--- src/ovl_pkg.sv ---
package ovl_pkg;

    // default list capacity
    localparam int LIST_DEPTH_DEF = 16;

    // fixed field widths
    localparam int OP_W  = 2;
    localparam int VAL_W = 32;
    localparam int ST_W  = 2;
    localparam int POS_W = 4;
    localparam int LEN_W = 5;

    typedef enum logic [OP_W-1:0] {
        OP_APPEND = 2'd0,
        OP_SEARCH = 2'd1,
        OP_UPDATE = 2'd2,
        OP_DELETE = 2'd3
    } t_op;

    typedef enum logic [ST_W-1:0] {
        ST_OK        = 2'd0,
        ST_NOT_FOUND = 2'd1,
        ST_EMPTY     = 2'd2,
        ST_FULL      = 2'd3
    } t_status;

    typedef enum logic [2:0] {
        S_IDLE,
        S_READ,
        S_CMP,
        S_SHIFT_RD,
        S_SHIFT_WR,
        S_DONE
    } t_state;

endpackage

--- src/ovl_req_if.sv ---
interface ovl_req_if;
    import ovl_pkg::*;

    logic                    valid;
    logic                    ready;
    logic [OP_W-1:0]         operation;
    logic signed [VAL_W-1:0] key_value;
    logic signed [VAL_W-1:0] replacement;

    modport source (output valid, operation, key_value, replacement, input ready);
    modport sink   (input valid, operation, key_value, replacement, output ready);
endinterface

--- src/ovl_rsp_if.sv ---
interface ovl_rsp_if;
    import ovl_pkg::*;

    logic             valid;
    logic             ready;
    logic [ST_W-1:0]  status;
    logic [POS_W-1:0] position;
    logic [LEN_W-1:0] length;

    modport source (output valid, status, position, length, input ready);
    modport sink   (input valid, status, position, length, output ready);
endinterface

--- src/ovl_ram.sv ---
module ovl_ram #(
    parameter int WIDTH = 32,
    parameter int DEPTH = 16
) (
    input  logic                     i_clk,
    input  logic                     i_we,
    input  logic [$clog2(DEPTH)-1:0] i_waddr,
    input  logic [WIDTH-1:0]         i_wdata,
    input  logic [$clog2(DEPTH)-1:0] i_raddr,
    output logic [WIDTH-1:0]         o_rdata
);
    logic [WIDTH-1:0] r_mem [DEPTH];
    logic [WIDTH-1:0] r_rdata;

    always_ff @(posedge i_clk) begin
        if (i_we) begin
            r_mem[i_waddr] <= i_wdata;
        end
        r_rdata <= r_mem[i_raddr];
    end

    assign o_rdata = r_rdata;
endmodule

--- src/ordered_value_list_table.sv ---
// ordered value list table
// keeps up to LIST_DEPTH signed 32-bit values in insertion order in a
// single-port-write, registered-read ram. one request item carries an
// operation (append, search, update, delete), a key and a replacement value;
// each request gives exactly one response item with status, position of the
// first match (search only) and the list length afterwards.
// steps from request accept to response valid:
//   append, full or empty list: accept, then the done state
//   search/update: one read and one compare per entry up to the first
//   match or the end of the list; delete: scan up to the hit, then one read and
//   one write per later entry to close the gap
// the scan runs through one ram read port and one 32-bit comparator, and a
// new request item is taken only once the previous one has left the sequencer.
// i_req.ready is high only while the sequencer is idle; a finished response
// is held in an output register, so the next request can be taken while the
// receiver stalls. a further result then waits in the done state until the
// output register frees up.
// reset (synchronous, active low) empties the list and drops any pending
// response; ram contents are left as they are and never read before written.
module ordered_value_list_table #(
    parameter int LIST_DEPTH = ovl_pkg::LIST_DEPTH_DEF
) (
    input  logic        i_clk,
    input  logic        i_rst_n,
    ovl_req_if.sink     i_req,
    ovl_rsp_if.source   o_rsp
);
    import ovl_pkg::*;

    localparam int IW = $clog2(LIST_DEPTH);
    localparam int CW = $clog2(LIST_DEPTH + 1);
    localparam logic [CW-1:0] FULL_CNT = CW'(LIST_DEPTH);

    // sequencer state
    t_state r_state, n_state;

    // list length
    logic [CW-1:0] r_count, n_count;

    // scan index and latched request
    logic [IW-1:0]        r_idx, n_idx;
    t_op                  r_op, n_op;
    logic [VAL_W-1:0]     r_key, n_key;
    logic [VAL_W-1:0]     r_repl, n_repl;
    t_status              r_status, n_status;
    logic [IW-1:0]        r_pos, n_pos;

    // output register
    logic                 r_out_valid, n_out_valid;
    logic [ST_W-1:0]      r_out_status, n_out_status;
    logic [POS_W-1:0]     r_out_pos, n_out_pos;
    logic [LEN_W-1:0]     r_out_len, n_out_len;

    // ram ports
    logic                 ram_we;
    logic [IW-1:0]        ram_waddr;
    logic [VAL_W-1:0]     ram_wdata;
    logic [IW-1:0]        ram_raddr;
    logic [VAL_W-1:0]     ram_rdata;

    // shared index arithmetic and compare
    logic [CW-1:0]        idx_ext;
    logic [CW:0]          idx_p1;
    logic [CW:0]          idx_p2;
    logic                 key_hit;
    logic                 accept;
    logic                 out_free;
    logic [CW+LEN_W-1:0]  len_ext;
    logic [IW+POS_W-1:0]  pos_ext;

    ovl_ram #(
        .WIDTH (VAL_W),
        .DEPTH (LIST_DEPTH)
    ) u_ram (
        .i_clk   (i_clk),
        .i_we    (ram_we),
        .i_waddr (ram_waddr),
        .i_wdata (ram_wdata),
        .i_raddr (ram_raddr),
        .o_rdata (ram_rdata)
    );

    assign idx_ext  = CW'(r_idx);
    assign idx_p1   = {1'b0, idx_ext} + (CW+1)'(1);
    assign idx_p2   = {1'b0, idx_ext} + (CW+1)'(2);
    assign key_hit  = (ram_rdata == r_key);
    assign accept   = i_req.valid && i_req.ready;
    assign out_free = !r_out_valid || o_rsp.ready;

    // fields are masked to their widths for deep lists
    assign len_ext  = {{LEN_W{1'b0}}, r_count};
    assign pos_ext  = {{POS_W{1'b0}}, r_pos};

    assign i_req.ready    = (r_state == S_IDLE);
    assign o_rsp.valid    = r_out_valid;
    assign o_rsp.status   = r_out_status;
    assign o_rsp.position = r_out_pos;
    assign o_rsp.length   = r_out_len;

    always_ff @(posedge i_clk) begin
        if (!i_rst_n) begin
            r_state     <= S_IDLE;
            r_count     <= '0;
            r_out_valid <= 1'b0;
        end else begin
            r_state     <= n_state;
            r_count     <= n_count;
            r_out_valid <= n_out_valid;
        end
    end

    always_ff @(posedge i_clk) begin
        r_idx        <= n_idx;
        r_op         <= n_op;
        r_key        <= n_key;
        r_repl       <= n_repl;
        r_status     <= n_status;
        r_pos        <= n_pos;
        r_out_status <= n_out_status;
        r_out_pos    <= n_out_pos;
        r_out_len    <= n_out_len;
    end

    always_comb begin
        n_state      = r_state;
        n_count      = r_count;
        n_idx        = r_idx;
        n_op         = r_op;
        n_key        = r_key;
        n_repl       = r_repl;
        n_status     = r_status;
        n_pos        = r_pos;
        n_out_valid  = r_out_valid;
        n_out_status = r_out_status;
        n_out_pos    = r_out_pos;
        n_out_len    = r_out_len;
        ram_we       = 1'b0;
        ram_waddr    = r_idx;
        ram_wdata    = r_repl;
        ram_raddr    = r_idx;

        // response taken by the receiver
        if (r_out_valid && o_rsp.ready) begin
            n_out_valid = 1'b0;
        end

        unique case (r_state)
            S_IDLE: begin
                if (accept) begin
                    n_op     = t_op'(i_req.operation);
                    n_key    = i_req.key_value;
                    n_repl   = i_req.replacement;
                    n_idx    = '0;
                    n_pos    = '0;
                    n_status = ST_OK;
                    if (t_op'(i_req.operation) == OP_APPEND) begin
                        if (r_count == FULL_CNT) begin
                            n_status = ST_FULL;
                        end else begin
                            // write straight to the tail
                            ram_we    = 1'b1;
                            ram_waddr = r_count[IW-1:0];
                            ram_wdata = i_req.key_value;
                            n_count   = r_count + CW'(1);
                        end
                        n_state = S_DONE;
                    end else if (r_count == '0) begin
                        n_status = ST_EMPTY;
                        n_state  = S_DONE;
                    end else begin
                        n_state = S_READ;
                    end
                end
            end
            S_READ: begin
                n_state = S_CMP;
            end
            S_CMP: begin
                if (key_hit) begin
                    unique case (r_op)
                        OP_SEARCH: begin
                            n_pos   = r_idx;
                            n_state = S_DONE;
                        end
                        OP_UPDATE: begin
                            ram_we    = 1'b1;
                            ram_waddr = r_idx;
                            ram_wdata = r_repl;
                            n_state   = S_DONE;
                        end
                        OP_DELETE: begin
                            if (idx_p1 < {1'b0, r_count}) begin
                                n_state = S_SHIFT_RD;
                            end else begin
                                // last entry, nothing to close up
                                n_count = r_count - CW'(1);
                                n_state = S_DONE;
                            end
                        end
                        default: begin
                            n_state = S_DONE;
                        end
                    endcase
                end else if (idx_p1 == {1'b0, r_count}) begin
                    n_status = ST_NOT_FOUND;
                    n_state  = S_DONE;
                end else begin
                    n_idx   = idx_p1[IW-1:0];
                    n_state = S_READ;
                end
            end
            S_SHIFT_RD: begin
                ram_raddr = idx_p1[IW-1:0];
                n_state   = S_SHIFT_WR;
            end
            S_SHIFT_WR: begin
                ram_we    = 1'b1;
                ram_waddr = r_idx;
                ram_wdata = ram_rdata;
                n_idx     = idx_p1[IW-1:0];
                if (idx_p2 < {1'b0, r_count}) begin
                    n_state = S_SHIFT_RD;
                end else begin
                    n_count = r_count - CW'(1);
                    n_state = S_DONE;
                end
            end
            S_DONE: begin
                if (out_free) begin
                    n_out_valid  = 1'b1;
                    n_out_status = r_status;
                    n_out_pos    = pos_ext[POS_W-1:0];
                    n_out_len    = len_ext[LEN_W-1:0];
                    n_state      = S_IDLE;
                end
            end
            default: begin
                n_state = S_IDLE;
            end
        endcase
    end
endmodule
--- src/flat_wrapper.sv ---
// flat-port wrapper written by rule: the top's interface ports become plain ports
module ordered_value_list_table_flat import ovl_pkg::*;
#(
    parameter int LIST_DEPTH = ovl_pkg::LIST_DEPTH_DEF
)
  (i_clk, i_rst_n, i_req_valid, i_req_operation, i_req_key_value, i_req_replacement, i_req_ready, o_rsp_valid, o_rsp_status, o_rsp_position, o_rsp_length, o_rsp_ready);
  ovl_req_if i_req_i ();
  ovl_rsp_if o_rsp_i ();
  input  logic i_clk;
  input  logic i_rst_n;
  input wire logic [$bits(i_req_i.valid)-1:0] i_req_valid;
  input wire logic [$bits(i_req_i.operation)-1:0] i_req_operation;
  input wire logic [$bits(i_req_i.key_value)-1:0] i_req_key_value;
  input wire logic [$bits(i_req_i.replacement)-1:0] i_req_replacement;
  output wire logic [$bits(i_req_i.ready)-1:0] i_req_ready;
  output wire logic [$bits(o_rsp_i.valid)-1:0] o_rsp_valid;
  output wire logic [$bits(o_rsp_i.status)-1:0] o_rsp_status;
  output wire logic [$bits(o_rsp_i.position)-1:0] o_rsp_position;
  output wire logic [$bits(o_rsp_i.length)-1:0] o_rsp_length;
  input wire logic [$bits(o_rsp_i.ready)-1:0] o_rsp_ready;
  assign i_req_i.valid = i_req_valid;
  assign i_req_i.operation = i_req_operation;
  assign i_req_i.key_value = i_req_key_value;
  assign i_req_i.replacement = i_req_replacement;
  assign i_req_ready = i_req_i.ready;
  assign o_rsp_valid = o_rsp_i.valid;
  assign o_rsp_status = o_rsp_i.status;
  assign o_rsp_position = o_rsp_i.position;
  assign o_rsp_length = o_rsp_i.length;
  assign o_rsp_i.ready = o_rsp_ready;
  ordered_value_list_table #(.LIST_DEPTH(LIST_DEPTH)) u_core (.i_clk(i_clk), .i_rst_n(i_rst_n), .i_req(i_req_i), .o_rsp(o_rsp_i));
endmodule
--- config.mk ---
export PLATFORM = sky130hd
export DESIGN_NAME = ordered_value_list_table_flat
export DESIGN_NICKNAME = d
export VERILOG_FILES = /design/src/ovl_pkg.sv /design/src/ovl_req_if.sv /design/src/ovl_rsp_if.sv /design/src/ovl_ram.sv /design/src/ordered_value_list_table.sv /design/src/flat_wrapper.sv
export SDC_FILE = /design/constraint.sdc
export NUM_CORES = 1
export LEC_CHECK = 0
export ABC_CLOCK_PERIOD_IN_PS = 6300
export BUFFER_PORTS_ARGS = -buffer_cell sky130_fd_sc_hd__buf_2
export CAP_MARGIN = 5
export CORE_MARGIN = 1
export CORE_UTILIZATION = 44
export CTS_BUF_LIST = sky130_fd_sc_hd__clkbuf_16
export CTS_CLUSTER_SIZE = 28
export DETAILED_ROUTE_END_ITERATION = 10
export PLACE_DENSITY = 0.6
export REMOVE_ABC_BUFFERS = 1
export SETUP_SLACK_MARGIN = 0.05
export SYNTH_ARGS = -nofsm -noshare
export SYNTH_HDL_FRONTEND = slang
export SYNTH_HIERARCHICAL = 1
export SYNTH_SLANG_ARGS = --single-unit
--- constraint.sdc ---
create_clock -name i_clk -period 6.3 [get_ports i_clk]
set_input_delay 0.63 -clock i_clk [delete_from_list [all_inputs] [get_ports i_clk]]
set_output_delay 0.63 -clock i_clk [all_outputs]
set_load 0.05 [all_outputs]
# After elaboration in Yosys (flattened, before gate mapping)
# Memory sizes are Yosys's and may differ from the RTL's. A register that Yosys moved wholly into a read port is not among the register bits.
# Index checks and enable logic that the tools add are counted.
word_totals:
  input_bits: 70
  memories: 1
  rom_bits: 0
  word_cells: 110
  latch_bits: 0
  ff_bits: 96
  ram_bits: 512
  out_inout_bits: 13
mem_list:
  columns: ["memory", "depth", "word_bits", "rd", "rd_ports_with_merged_regs", "wr", "line_no", "text"]
  rows:
  - ["u_core.u_ram.r_mem", 16, 32, 1, 1, 1, "ovl_ram.sv:12", "logic [WIDTH-1:0] r_mem [DEPTH];"]
op_classes:
  eq_ne: 23
  multipliers: 0
  n_lt_le_gt_ge: 2
  n_mux: 52
  addsub: 4
  n_bitwise: 0
  reduce_logical: 16
  shift: 0
  n_div: 0
op_table:
  columns: ["cell", "n"]
  rows:
  - ["32-bit 2-to-1 mux", 3]
  - ["32-bit case mux with 2 select lines", 1]
  - ["4-bit 2-to-1 mux", 10]
  - ["5-bit 2-to-1 mux", 7]
  - ["32-bit == test", 1]
  - ["3-bit 2-to-1 mux", 9]
  - ["2-bit inequality test, second input constant", 9]
  - ["3-bit case mux with 6 select lines", 1]
  - ["5-bit case mux with 3 select lines", 1]
  - ["6-bit by 5-bit < comparator with 1-bit output", 2]
  - ["2-bit 2-to-1 mux", 6]
  - ["4-bit case mux with 3 select lines", 1]
  - ["4-bit AND reduction", 3]
  - ["1-bit 2-to-1 mux", 10]
  - ["4-bit case mux with 2 select lines", 1]
  - ["8-bit AND reduction", 1]
  - ["3-bit by 2-bit == test with 1-bit output, second input constant", 2]
  - ["3-bit == test, second input constant", 2]
  - ["6-bit by 5-bit == test with 1-bit output", 1]
  - ["2-bit by 1-bit inequality test with 1-bit output, second input constant", 3]
  - ["2-bit AND reduction", 3]
  - ["4-bit by 1-bit adder with 5-bit output, second input constant", 1]
  - ["4-bit by 2-bit adder with 5-bit output, second input constant", 1]
  - ["5-bit by 1-bit adder with 5-bit output, second input constant", 1]
  - ["15 further kinds", 17]

# Longest topological paths before layout
# Gate-level depths: netlist of the first run.
logic_depth:
  word_depth: 7
  depth_mapped: 10
  mapped_depth_nobuf: 10

# Modules after synthesis
# Netlist of the first run, hierarchy kept.
modules_own_cells:
  columns: ["module", "cells_each", "area_per_inst_um2", "instances", "seq_area_each_um2"]
  rows:
  - ["ovl_ram", 838, 19835.3, 1, 16015.4]
  - ["ordered_value_list_table", 374, 4790.8, 1, 2792.7]

# Worst setup path after synthesis of the first run
# OpenSTA, ideal clock, no wires.
synth_timing:
  path_type: "reg-to-reg"
  start: "register u_core.r_state[0]"
  end: "memory u_core.u_ram.r_mem[0][0] (enable)"
  arrival_time_ps: 4566
  stages_incl_launch_ff: 9
  path_buffers: 1
  setup_slack_ps: 1273
  required_time_ps: 5839
  path_cell_list: "dfxtp_1 -> buf_2 -> nor3_2 -> nand2_2 -> nor3_4 -> nand2_1 -> a22o_1 -> or3b_2 -> nor3_1"
synth_between:
  elab_cells_between_ends: 10
  classes_between: "2 x eq/ne; 6 x mux; 2 x reduce/logical"
synth_rtl:
  columns: ["element", "line_no", "text"]
  rows:
  - ["start, declared", "ordered_value_list_table.sv:35", "t_state r_state, n_state;"]
  - ["start signal, assigned", "ordered_value_list_table.sv:106", "r_state <= n_state;"]
  - ["3-bit zero test (*)", "ordered_value_list_table.sv:94", "assign i_req.ready = (r_state == S_IDLE);"]
  - ["net i_req_ready", "flat_wrapper.sv:15", "output wire logic [$bits(i_req_i.ready)-1:0] i_req_ready;"]
  - ["1-bit logical AND", "ordered_value_list_table.sv:87", "assign accept = i_req.valid && i_req.ready;"]
  - ["4-bit 2-to-1 mux", "ordered_value_list_table.sv:149", "if (accept) begin"]
  - ["4-bit 2-to-1 mux (*)", null, null]
  - ["net u_core.ram_waddr[2]", "ordered_value_list_table.sv:56", "logic [IW-1:0] ram_waddr;"]
  - ["end, declared", "ovl_ram.sv:12", null]
# Mark *: on every way through the listed nets, which the timed path passes. The rest lies on a longest branch.

# Worst setup path in the final report of the first run
layout_timing:
  start: "register u_core.r_key[26]"
  end: "memory u_core.u_ram.r_mem[0][29] (enable)"
layout_between:
  elab_chain_len: 5
layout_rtl:
  columns: ["element", "line_no", "text"]
  rows:
  - ["start, declared", "ordered_value_list_table.sv:43", "logic [VAL_W-1:0] r_key, n_key;"]
  - ["start signal, assigned", "ordered_value_list_table.sv:115", "r_key <= n_key;"]
  - ["32-bit == test", "ordered_value_list_table.sv:86", "assign key_hit = (ram_rdata == r_key);"]
  - ["1-bit 2-to-1 mux", "ordered_value_list_table.sv:179", "if (key_hit) begin"]
  - ["1-bit case mux with 3 select lines", "ordered_value_list_table.sv:147", "unique case (r_state)"]
  - ["net u_core.ram_we", "ordered_value_list_table.sv:55", "logic ram_we;"]
  - ["1-bit 2-to-1 mux", "ovl_ram.sv:16", "if (i_we) begin"]
  - ["1-bit 2-to-1 mux (not written as such)", "ovl_ram.sv:17", "r_mem[i_waddr] <= i_wdata;"]
# The timed path passes the listed nets, and every way through them passes these cells.

==> results.md, run 1 <==
- Status: completed
- Actual slew at the worst max-slew pin: around 1200 ps
- Crit path kind: reg2reg
- Seq/Total Area, Yosys: between 70% and 80%
- CP endpoint kind: flip-flop
- Setup Buffers After CTS: 0
- Per-cell routed wire length: 26.1 µm
- Primary FF master, synth: edfxtp_1
- Post-synth cell types: 59
- Comb pwr share: 28.0%
- Unrepaired setup endpoints after global routing: no
- Post-synth ARST share: 0%
- Pwr Total: 13.5 mW
- PD cells: approximately 480 mW/mm²
- Hold path start: i_req_replacement[19]
- Routed WL: 55.6 mm
- Max-slew violation count: 0
- Worst hold stages: 1
- Die W: approximately 240 µm
- Initial antenna violation count: 0
- Most frequent cells in the layout: edfxtp_1, mux4_2, buf_2
- Clock sinks: 640
- Worst Setup Start Kind: flip-flop
- CTS buffer count: roughly 70
- First-pass GRT wire length: roughly 83 mm
- Synth top area share: roughly three quarters
- Worst min path class: in2reg
- Hold slack: 204 ps
- Row cnt: 86
- Flops & latches, synth: 640
- Pleak: 9.23 nW
- Initial core utilization: 44.6%
- Sequential share of power: 43.7%
- Clock Latency Late Sink: 600 ps
- Post-synth top area cell: edfxtp_1
- # hold bufs at CTS: 0
- All-Layer GR Usage: 20.2%
- Share of cells above drive strength 1: between 20% and 30%
- Number of synthesized flops with an enable pin: 599
- Total grt overflow: 0
- Clock transition at path regs: 60 ps
- CTS Buffer Depth: 3
- Setup Viol. Count Final: 0
- Max_cap viols: 0
- Cells after synthesis: 1212
- Endpoints failing hold: 0
- Most common cell after layout, fill and taps aside: edfxtp_1
- Mapped Avg Cell Area: 20.3 µm²
- Delay of the slowest critical-path stage: 880 ps
- Cell internal pwr: just over 9 mW
- Drt via density: 5.74
- Final worst slack: 1760 ps
- Core Footprint: 0.0552 mm²
- Root buffer cell: clkbuf_16
- Net total in the final layout: 1415
- Hold EP: u_core/r_repl[19]
- Synth-to-Final Area Change: 14.5%
- Vias: around 12k
- CP Max Fanout: 22
- CTS H-tree lvls: 3
- VDD IR max: approximately 0.00030 V
- 1st-iter DRT viols: 1205
- GPL Wtd Cong: 0.817
- HPWL Detailed: between 30 and 40 mm
- Period utilisation layout: about 72%
- Reg2Reg Setup Slack: between 1500 and 2000 ps
- Post-Syn Area: ~0.025 mm²
- I/O pins: 83
- N_diodes: 0
- CP max-delay cell: nor3_2
- Sw Share: 31.0%
- Drt drc: 0
- Worst R2R Start: u_core/r_key[26]
- Vias in the first global route: roughly 13k
- Number of port buffers: 82
- Main area contributors after synthesis: edfxtp_1, mux4_2, dfxtp_1
- WP data required: 6590 ps
- Final Skew: 29.3 ps
- Post-Layout Cell Count: ~2.1k
- Final design utilization: 51.1%
- Drt pass-1 iters: 9
- Min Tclk post-route: 4540 ps
- Inst Count DP: 2007
- DRT antenna net count: 0
- DP Worst Slack: 1800 ps
- Die area: 0.0569 mm²
- Worst EP arrival: ~4800 ps
- Gates resized, CTS repair: 0
- TritonCTS clock tree: yes
- Die height: 239 µm
- P_sw: 4.19 mW
- R2r endpoint: u_core/u_ram/r_mem[0][29]
- Slew margin rel.: 20.4%
- Peak Freq: 220 MHz
- Crit path cell chain: xnor2_1 > nand4_1 > nor4_2 > and2_1 > nand2_1 > o21ai_0 > or3b_2 > nor3_2 > buf_12
- R2R depth: 9
- YS warnings: 6
- Clk pwr share: 28.3%
- Largest net degree at the start of global routing: 94
-- logic make-up after synthesis --
kind of cell	count (synthesis)	share of synthesized area, %
fa+ha+maj	16	0.843
compound gates	139	4.49
flops	640	76.4
simple gates	143	3.03
buf+inv	99	1.85
xor+xnor	42	1.49
mux	133	11.9
-- power by group through the flow --
| stage | Clock [mW] | Sequential, mW | Combinational (mW) |
|---|---|---|---|
| final | 3.83 | 5.91 | 3.78 |
| after global routing | 4.06 | 5.96 | 4.13 |
| after CTS | 3.90 | 5.92 | 3.85 |
| after detailed placement | 0 | 6.00 | 3.83 |
| after global placement | 0 | 5.99 | 3.79 |
| after floorplan | 0 | 5.93 | 2.86 |
-- layer usage --
metal | track usage [%] | vias to the layer above | wire, µm
li1 | - | 5239 | -
met1 | 28.7 | 6470 | 24400
met2 | 32.0 | 443 | 26700
met3 | 4.00 | 85 | 3180
met4 | 5.75 | 0 | 1260
met5 | 0 | - | 0
-- critical path, delay by kind of cell (launching register included) --
kind | cells | cell delay (ps)
DFF | 1 | 380
xor gates and xnor gates | 1 | 200
AOI/OAI and AO/OA | 1 | 420
and+or+nand+nor | 6 | 2910
buffers and inverters | 1 | 280
-- layout make-up --
type / count / area [µm²]
inverters: 39 / 148
multi-input cells: 473 / 5530
clock buffers: 70 / 1750
fillers: 4408 / 27000
clock inverters: 54 / 398
well taps: 748 / 936
flip-flops and latches: 640 / 18800
repair buffers: 107 / 623
-- registers in the layout, indices dropped and copies added (netlist names), 3 cells and up --
signal	cells
u_core/r_idx	4
u_core/r_repl	32
u_core/r_count	5
u_core/u_ram/o_rdata	32
u_core/r_pos	4
u_core/r_key	32
u_core/o_rsp.position	4
u_core/u_ram/r_mem	512
u_core/o_rsp.length	5
u_core/r_state	3
-- how the worst max path moves through the flow --
stage / from / end / slack [ps] / cells after the start
final: u_core/r_key[26] / u_core/u_ram/r_mem[0][29] / 1760 / 9
after detailed placement: u_core/r_key[26] / u_core/u_ram/r_mem[0][4] / 1800 / 9
after global placement: u_core/r_key[10] / u_core/u_ram/r_mem[0][31] / 1890 / 9
after CTS: u_core/r_key[26] / u_core/u_ram/r_mem[0][15] / 1790 / 9
after floorplan: u_core/r_state[2] / u_core/u_ram/o_rdata[0] / -7500 / 6
after global routing: u_core/r_key[10] / u_core/u_ram/r_mem[0][23] / 1550 / 9
-- synthesized netlist by cell type (13+ instances only) --
cell / instances
a222oi_1: 28
a22oi_1: 66
buf_2: 13
clkbuf_1: 23
dfxtp_1: 41
edfxtp_1: 599
ha_1: 15
inv_1: 39
mux4_2: 128
nand2_1: 58
nor2_1: 23
xnor2_1: 38
-- through the flow --
step | TNS, ps | instance area, µm²
after detailed placement | 0 | 26000
after floorplan | -240150 | 24300
after CTS | 0 | 28200
after global placement | 0 | 26000
final | 0 | 28200
after global routing | 0 | 28200
No activity file was read; power rests on OpenSTA's default activity.
==> run 2: changes to the inputs <==
--- a/config.mk
+++ b/config.mk
@@ -5,7 +5,7 @@
 export SDC_FILE = /design/constraint.sdc
 export NUM_CORES = 1
 export LEC_CHECK = 0
-export ABC_CLOCK_PERIOD_IN_PS = 6300
+export ABC_CLOCK_PERIOD_IN_PS = 4450
 export BUFFER_PORTS_ARGS = -buffer_cell sky130_fd_sc_hd__buf_2
 export CAP_MARGIN = 5
 export CORE_MARGIN = 1
==> constraint.sdc (replaced) <==
create_clock -name i_clk -period 4.45 [get_ports i_clk]
set_input_delay 0.445 -clock i_clk [delete_from_list [all_inputs] [get_ports i_clk]]
set_output_delay 0.445 -clock i_clk [all_outputs]
set_load 0.05 [all_outputs]
==> results.md, run 2 (same netlist as run 1, synthesis figures left out) <==
- CP Max Fanout: 20
- Max_cap viols: 0
- Fillers: 4347
- Clk pwr share: about 28%
- DRT antenna net count: 0
- CP max-delay cell: or3b_2
- Die area: roughly 0.057 mm²
- Setup Viol. Count Final: 0
- Setup Buffers After CTS: 0
- Reg2Reg Setup Slack: 720 ps
- R2R depth: 10
- Initial antenna violation count: 1
- CTS Buffer Depth: 3
- Peak Freq: 268 MHz
- Die W: 239 µm
- Initial core utilization: 44.6%
- Hold EP: u_core/r_key[0]
- Clock sinks: 640
- Worst EP arrival: 3950 ps
- Actual slew at the worst max-slew pin: 1220 ps
- Worst hold stages: 1
- CTS H-tree lvls: 3
- GPL Wtd Cong: 0.817
- VDD IR max: 0.000501 V
- Clock Latency Late Sink: 610 ps
- Unrepaired setup endpoints after global routing: no
- Drt drc: 0
- Largest net degree at the start of global routing: between 60 and 70
- N_diodes: 0
- Critical path's most frequent cell: buf_4
- CTS buffer count: 67
- TritonCTS clock tree: yes
- Max FFs per register: 512
- Share of cells above drive strength 1: 27.2%
- Total grt overflow: 0
- Sequential share of power: 43.6%
- CP endpoint kind: flip-flop
- I/O pins: a little over 80
- Vias: ~12k
- Per-cell routed wire length: 25.4 µm
- Most common cell after layout, fill and taps aside: edfxtp_1
- Number of port buffers: 82
- 1st-iter DRT viols: roughly 1.2k
- Row cnt: 86
- Most frequent cells in the layout: edfxtp_1, mux4_2, buf_2
- Die height: about 240 µm
- Routed WL: 55.1 mm
- Net total in the final layout: roughly 1.5k
- Worst R2R Start: u_core/u_ram/o_rdata[13]
- Biggest register: u_core/u_ram/r_mem
- P_sw: ~6.0 mW
- Comb pwr share: 28.6%
- Drt via density: 5.68
- Endpoints failing hold: 0
- Placement Cell Area: 0.0263 mm²
- Synth-to-Final Area Change: 16.3%
- Min Tclk post-route: 3730 ps
- Slew margin rel.: 17.8%
- Delay of the slowest critical-path stage: just over 600 ps
- First-pass GRT wire length: about 82 mm
- Pwr Total: 19.2 mW
- Crit path kind: reg2reg
- Final worst slack: 722 ps
- Status: completed
- Worst Setup Start Kind: flip-flop
- Final instance area: between 0.02 and 0.03 mm²
- Pleak: 9.45 nW
- DP Worst Slack: 782 ps
- All-Layer GR Usage: 20.0%
- Clock transition at path regs: 60 ps
- Vias in the first global route: 12.5k
- Core Footprint: about 0.055 mm²
- Worst min path class: in2reg
- Max-slew violation count: 0
- HPWL Detailed: 32.5 mm
- Crit path cell chain: xnor2_1 > nand4_1 > nor4_2 > buf_4 > and2_1 > nand2_1 > o21ai_0 > or3b_2 > nor3_2 > buf_4
- PD cells: 671 mW/mm²
- Final Skew: between 40 and 50 ps
- Period utilisation layout: between 80 and 90%
- Sw Share: 31.0%
- WP data required: about 4700 ps
- Root buffer cell: clkbuf_16
- Drt pass-1 iters: 8
- Cell internal pwr: 13.2 mW
- R2r endpoint: u_core/u_ram/r_mem[0][22]
- Hold path start: i_req_key_value[0]
-- run 2: power by group through the flow --
| stage | logic, mW | registers, mW | clock network, mW |
|---|---|---|---|
| 3_3_place_gp | 5.47 | 8.47 | 0 |
| 6_report | 5.49 | 8.37 | 5.34 |
| 5_1_grt | 5.98 | 8.43 | 5.68 |
| 3_5_place_dp | 5.54 | 8.50 | 0 |
| 2_1_floorplan | 3.61 | 8.39 | 0 |
| 4_1_cts | 5.58 | 8.38 | 5.46 |
-- run 2: final cells by class --
class	count	area, µm²	share of cell area [%]
clock inverter	52	374	1.31
timing repair buffer	151	1100	3.85
inverter	39	148	0.516
clock buffer	70	1750	6.12
multi-input combinational	473	5520	19.3
sequential	640	18800	65.7
tap	748	936	3.27
-- run 2: worst max path at each step --
stage / to / from / slack (ps) / depth (start not counted)
2_1_floorplan: u_core/u_ram/o_rdata[0] / u_core/r_state[2] / -9350 / 6
3_3_place_gp: u_core/u_ram/r_mem[0][2] / u_core/u_ram/o_rdata[13] / 840 / 10
3_5_place_dp: u_core/u_ram/r_mem[0][2] / u_core/u_ram/o_rdata[13] / 780 / 10
4_1_cts: u_core/u_ram/r_mem[0][22] / u_core/u_ram/o_rdata[13] / 740 / 10
5_1_grt: u_core/u_ram/r_mem[0][22] / u_core/r_key[14] / 510 / 10
6_report: u_core/u_ram/r_mem[0][22] / u_core/u_ram/o_rdata[13] / 720 / 10
-- run 2: through the flow --
step           utilization (%)  hold WS (ps)  cells  setup TNS (ps)
2_1_floorplan                -           400   1152         -375270
4_1_cts                   51.9         0.535   2173               0
5_1_grt                   51.9          7.75   2173               0
3_3_place_gp              47.6           403   2027               0
6_report                  51.9          33.2   2173               0
3_5_place_dp              47.6           405   2027               0
-- run 2: timing repair --
item	in CTS	in global routing
endpoints found under the hold margin	24	0
hold buffers	24	0
gates resized for setup	0	0
-- run 2: metal layers --
layer,up-vias,global-route usage [%],share of wire (%)
met2,427,31.8,48
met4,0,5.30,1.9
met1,6501,28.4,44
li1,5331,-,-
met5,-,0,0
met3,82,4.09,6.1
-- run 2: worst max-delay path, delay by kind of cell, from the launching register on --
family,cells,cell delay [ps]
AO/OA/AOI/OAI,1,510
XOR/XNOR,1,300
flip-flops,1,380
AND/OR/NAND/NOR,6,1530
buffers and inverters,2,610
